==> config.mk <==
export PLATFORM = sky130hd
export DESIGN_NAME = affa_cell
export DESIGN_NICKNAME = d
export VERILOG_FILES = /design/src/hw/rtl/affa_pkg.sv /design/src/hw/rtl/affa_cell.sv
export SDC_FILE = /design/constraint.sdc
export NUM_CORES = 1
export LEC_CHECK = 0
export BUFFER_PORTS_ARGS = -buffer_cell sky130_fd_sc_hd__buf_2
export CAP_MARGIN = 0
export CORE_UTILIZATION = 46
export DETAILED_ROUTE_END_ITERATION = 10
export GPL_ROUTABILITY_DRIVEN = 0
export PLACE_DENSITY = 0.82
export RECOVER_POWER = 50
export SETUP_SLACK_MARGIN = 0.4
export SYNTH_ARGS = -nofsm -noshare
export SYNTH_HDL_FRONTEND = slang
export SYNTH_SLANG_ARGS = --single-unit
==> constraint.sdc <==
create_clock -name clk_i -period 2.8 [get_ports clk_i]
set_input_delay 0.42 -clock clk_i [delete_from_list [all_inputs] [get_ports clk_i]]
set_output_delay 0.42 -clock clk_i [all_outputs]
set_load 0.005 [all_outputs]
==> src/hw/rtl/affa_pkg.sv <==
package affa_pkg;

  localparam int ADDR_W = 20;   // byte address width
  localparam int REQ_W  = 16;   // request size width
  localparam int SIZE_W = 17;   // rounded size, 65533..65535 round to 65536
  localparam int SUM_W  = 18;   // fill plus rounded size never overflows this
  localparam int HEAP_W = 26;   // holds ARENA_COUNT * ARENA_BYTES at the largest config

  localparam logic [ADDR_W-1:0] HEAP_BASE_RST = 20'h10000;
  localparam logic [SIZE_W-1:0] SIZE_ROUND    = 17'h3;

  typedef enum logic [2:0] {
    ST_OK          = 3'd0,
    ST_NO_ROOM     = 3'd1,
    ST_DOUBLE_FREE = 3'd2,
    ST_NULL_FREE   = 3'd3,
    ST_OUTSIDE     = 3'd4
  } status_e;

  localparam logic OP_ALLOC = 1'b0;
  localparam logic OP_FREE  = 1'b1;

  // Request packet handed from cell to cell.
  typedef struct packed {
    logic              valid;
    logic              op;
    logic [SIZE_W-1:0] size;
    logic [HEAP_W-1:0] offset;  // block address minus heap base, for frees
    logic              done;    // some cell (or the entry checks) already answered
    status_e           status;
    logic [ADDR_W-1:0] gaddr;
  } pkt_t;

endpackage

==> src/hw/rtl/affa_cell.sv <==
module affa_cell
  import affa_pkg::*;
#(
  parameter int IDX         = 0,
  parameter int ARENA_BYTES = 2048
) (
  input  logic              clk_i,
  input  logic              rst_ni,
  input  logic [ADDR_W-1:0] heap_base_i,
  input  pkt_t              pkt_i,
  output pkt_t              pkt_o
);

  localparam int OW = $clog2(ARENA_BYTES);
  localparam logic [HEAP_W-1:0] LO = HEAP_W'(IDX * ARENA_BYTES);
  localparam logic [HEAP_W-1:0] HI = HEAP_W'((IDX + 1) * ARENA_BYTES);
  localparam logic [SUM_W-1:0]  LIMIT = SUM_W'(ARENA_BYTES);

  logic [OW-1:0]    fill_q, fill_d;
  logic [15:0]      count_q, count_d;
  pkt_t             pkt_q, pkt_d;
  logic [SUM_W-1:0] sum;
  logic             pending, fit, in_range, do_alloc, do_free;

  assign pending  = pkt_i.valid && !pkt_i.done;
  assign sum      = SUM_W'(fill_q) + SUM_W'(pkt_i.size);
  assign fit      = sum < LIMIT;
  assign in_range = (pkt_i.offset >= LO) && (pkt_i.offset < HI);
  assign do_alloc = pending && (pkt_i.op == OP_ALLOC) && fit;
  assign do_free  = pending && (pkt_i.op == OP_FREE) && in_range;

  always_comb begin
    fill_d  = fill_q;
    count_d = count_q;
    pkt_d   = pkt_i;
    if (do_alloc) begin
      fill_d       = sum[OW-1:0];
      count_d      = count_q + 16'd1;
      pkt_d.done   = 1'b1;
      pkt_d.status = ST_OK;
      pkt_d.gaddr  = heap_base_i + LO[ADDR_W-1:0] + ADDR_W'(fill_q);
    end else if (do_free) begin
      pkt_d.done = 1'b1;
      if (count_q == 16'd0) begin
        pkt_d.status = ST_DOUBLE_FREE;
      end else begin
        pkt_d.status = ST_OK;
        count_d      = count_q - 16'd1;
        // last live block gone: arena starts over
        if (count_q == 16'd1) begin
          fill_d = '0;
        end
      end
    end
  end

  always_ff @(posedge clk_i or negedge rst_ni) begin
    if (!rst_ni) begin
      fill_q  <= '0;
      count_q <= '0;
      pkt_q   <= '0;
    end else begin
      fill_q  <= fill_d;
      count_q <= count_d;
      pkt_q   <= pkt_d;
    end
  end

  assign pkt_o = pkt_q;

endmodule

==> flow_metrics.py <==
metrics = {
    "floorplan": {
        "ioPinCount": 160,
        "fp.dieArea_sq_mm": 0.0110,
        "start_util_pct": 47.4,
        "core.rowCount": 37,
        "die-height_microns": 105,
        "core_area_sq_mm": 0.0103,
        "die_w_microns": 105,
    },
    "cells_and_area": {
        "layout-drive-gt1-share_pct": 43.9,
        "diodes": 0,
        "design_area_final_sq_mm": 0.00694,
        "layout-area-overhead-vs-synth_pct": 42.4,
        "num-nets-final": 794,
    },
    "route": {
        "route.vias.total": 4530,
        "viasPerCell": 5.54,
        "routed_wl_mm": 14.0,
        "ant_nets": 0,
        "drt-initial-drc-count": 283,
        "wl_per_cell_microns": 17.2,
        "detail_route.first_pass.iterations": 5,
        "drc_errors": 0,
    },
    "worst_setup_path": {
        "type_of_element_capturing_the_critical_path": "flop",
        "r2r_start": "fill_q[0]",
        "crit_start": "fill_q[0]",
        "worstRegToRegCells": 11,
        "crit_type": "reg2reg",
        "reg2reg_setup_slack_ns": -0.46,
        "timing.critical_path.required_ns": 3.12,
        "worstReg2RegEnd": "fill_q[8]",
        "crit_arrival_ns": 3.58,
        "critical_path.endpoint": "fill_q[8]",
        "cp-start-kind": "flop",
        "worstPathMaxFanout": 5,
    },
    "power_and_ir_drop": {
        "clock_power_share_pct": 33.1,
        "share_comb_of_total_power_pct": 16.5,
        "power.switching_uw": 838,
        "power_per_cell_area_mw_per_mm2": 423,
        "p_int_uw": 2100,
        "switching_share_pct": 28.5,
        "power_frac_seq_pct": 50.4,
        "p_leak_uw": 0.00340,
        "peakVddDrop_mv": 0.248,
    },
    "synthesis": {
        "synth_edf_count": 0,
        "ys_seq_elements": 96,
        "synthDistinctLibCells": 75,
        "yosysSeqAreaShare_pct": 49.3,
        "synth-main-ff-cell": "dfrtp_1",
        "syn_area_per_cell_sq_um": 11.0,
        "yosys.area.top_type_share_pct": 49.3,
        "synth_area_leader_cell": "dfrtp_1",
        "synth.cell_area_sq_mm": 0.00487,
        "synthesis.yosys.warnings": 0,
        "postSynthCellCount": 442,
        "synth_area_leaders": "dfrtp_1, ha_1, nand2_1",
        "synthesis.nets": 560,
        "synthArstFlopShare_pct": 100,
    },
    "clocking": {
        "clkSlewWorstSetupHoldPaths_ns": 0.10,
        "cts-buffers-inserted": 9,
        "htreeDepth": 3,
        "cts.sinks": 96,
        "clockBufferDepth": 2,
        "tritoncts": "done",
        "cts-hold-fix-buffers": 0,
        "clock_insertion_delay_worst_skew_ns": 0.38,
        "cts_root_buffer": "clkbuf_8",
    },
    "sta": {
        "setup_viol": 51,
        "finClkSkew_ns": 0.0110,
        "fin_ws_ns": -0.462,
        "timing_worst_slew_pin_value_ns": 1.24,
        "relSlewSlack_pct": 17.1,
        "final_worst_path_cycle_share_pct": 116,
        "min_period_ns": 3.26,
        "rsz0062_at_grt": "yes",
        "timing.final.max_slew_violations": 0,
        "maxClockFrequency_ghz": 0.307,
        "final_hold_viol_count": 0,
    },
    "grt": {
        "gr-usage-all-layers_pct": 24.1,
        "globalRoute.totalOverflow": 0,
        "wire_length_of_the_first_global_routing_pass_mm": 21.1,
        "antenna_violations_before_repair": 0,
        "first_global_vias": 4567,
        "maximum_number_of_pins_on_one_net_before_global_route_repair": 53,
    },
    "placement": {
        "port_buffers": 159,
        "place.detailed.hpwl_mm": 9.68,
        "post_dp_cell_area_sq_mm": 0.00625,
        "placement.setup.worst_slack_ns": -0.643,
    },
    "hold_path": {
        "hold_path.class": "in2reg",
        "hold-path-cell-count": 1,
    },
    "outcome": {
        "violations_in_the_final_reports": "setup timing",
        "status": "finished with violations",
    },
    "run": {
        "maxCapViolCount": 0,
    },
}
-- metal layers --
layer	up-vias	wire [microns]	share of wire [%]	track usage, %
li1	2098	-	-	-
met1	2178	5740	41	29.9
met2	202	6990	50	40.4
met3	52	784	5.6	2.87
met4	0	505	3.6	14.8
met5	-	0	0	0
-- worst min path at each step --
stage                           start          end  slack, ns
after floorplan                rst_ni   count_q[0]       0.12
final                       pkt_i[34]    pkt_o[34]       0.15
after global placement    count_q[15]  count_q[15]       0.45
after detailed placement  count_q[15]  count_q[15]       0.46
after CTS                      rst_ni    pkt_o[66]       0.07
after global routing        pkt_i[34]    pkt_o[34]       0.14
-- cells in the mapped netlist, types with 3 or more instances --
cell type	count
xnor2_1	16
nand3b_1	3
a31oi_1	4
nor3b_1	3
nand4_1	5
ha_1	25
nand3_1	9
dfrtp_1	96
a2111o_1	4
nand2_1	47
and3_1	9
o211ai_1	5
nor2_1	19
buf_4	3
inv_1	21
nor4_1	6
nor2b_1	3
nor3_1	9
a21oi_1	21
xor2_1	15
a22o_1	9
o21bai_1	5
or3_1	4
o21ai_1	8
o21a_1	4
o31ai_1	8
o21ai_0	11
a211oi_1	4
a21o_1	5
-- state kept, by name (all words and copies together) (netlist names) --
signal   count
pkt_o       69
count_q     16
fill_q      11
-- power groups by stage --
stage	combinational (uW)	sequential (uW)	clock (uW)
final	485	1480	972
after global routing	529	1490	1040
after CTS	457	1480	987
after detailed placement	440	1510	0
after global placement	424	1510	0
after floorplan	194	1510	0
-- worst max-delay path, cell delays in order (launching register included) --
cell and delay, ns:
dfrtp_1 0.43, ha_4 0.18, fa_2 0.34, a21o_2 0.20, a221o_1 0.39, o311ai_4 0.40, a21oi_4 0.13, o32ai_4 0.40
nor2_4 0.11, a41oi_2 0.28, buf_4 0.21, a22o_1 0.13
-- kinds of logic after synthesis --
group	share of synthesized area, %
simple gates	14.4
compound gates	20.2
flops	49.3
xor+xnor	5.57
buf+inv	3.36
fa+ha+maj	7.24
-- timing repair --
item	in CTS	in global routing
pin swaps	18	28
buffers inserted	8	1
gates resized for setup	17	63
endpoints found under the setup margin	51	51
gates cloned	1	4
-- cell usage in the layout (no fill, tap or decap), types with 4 or more instances in the layout --
cell / instances
ha_1: 24
or3_1: 4
buf_6: 7
xnor2_1: 15
o21ai_1: 5
o21a_1: 4
buf_4: 57
a21o_1: 5
o211ai_1: 5
a2111o_1: 4
clkbuf_1: 24
xor2_1: 15
inv_1: 21
nand2_1: 31
buf_2: 136
nand3_1: 9
o21ai_2: 8
dfrtp_1: 96
a21oi_1: 18
nor4_1: 5
a22o_1: 9
nand2_2: 9
nand4_1: 5
clkbuf_8: 9
and3_1: 9
o21ai_0: 6
nor2_1: 19
nand2_4: 7
nor3_1: 8
-- area by class of cell --
class	count	area (sq um)
Sequential cell	96	2400
Tap cell	136	170
Inverter	21	78.8
Multi-Input combinational cell	315	2630
Timing Repair Buffer	233	1450
Clock inverter	7	87.6
Fill cell	751	3340
Clock buffer	9	124
-- metrics by stage --
stage | std cells | TNS (ns) | power [uW] | hold slack [ns] | utilization, %
finish | 817 | -17.72 | 2940 | 0.146 | 67.5
global route | 817 | -22.66 | 3060 | 0.140 | 67.5
CTS | 812 | -15.07 | 2920 | 0.0656 | 64.4
detailed placement | 787 | -27.92 | 1950 | 0.458 | 60.8
global placement | 787 | -23.42 | 1930 | 0.455 | 60.8
floorplan | 442 | -13.06 | 1710 | 0.124 | -
Power figures use the tool's default switching activity.
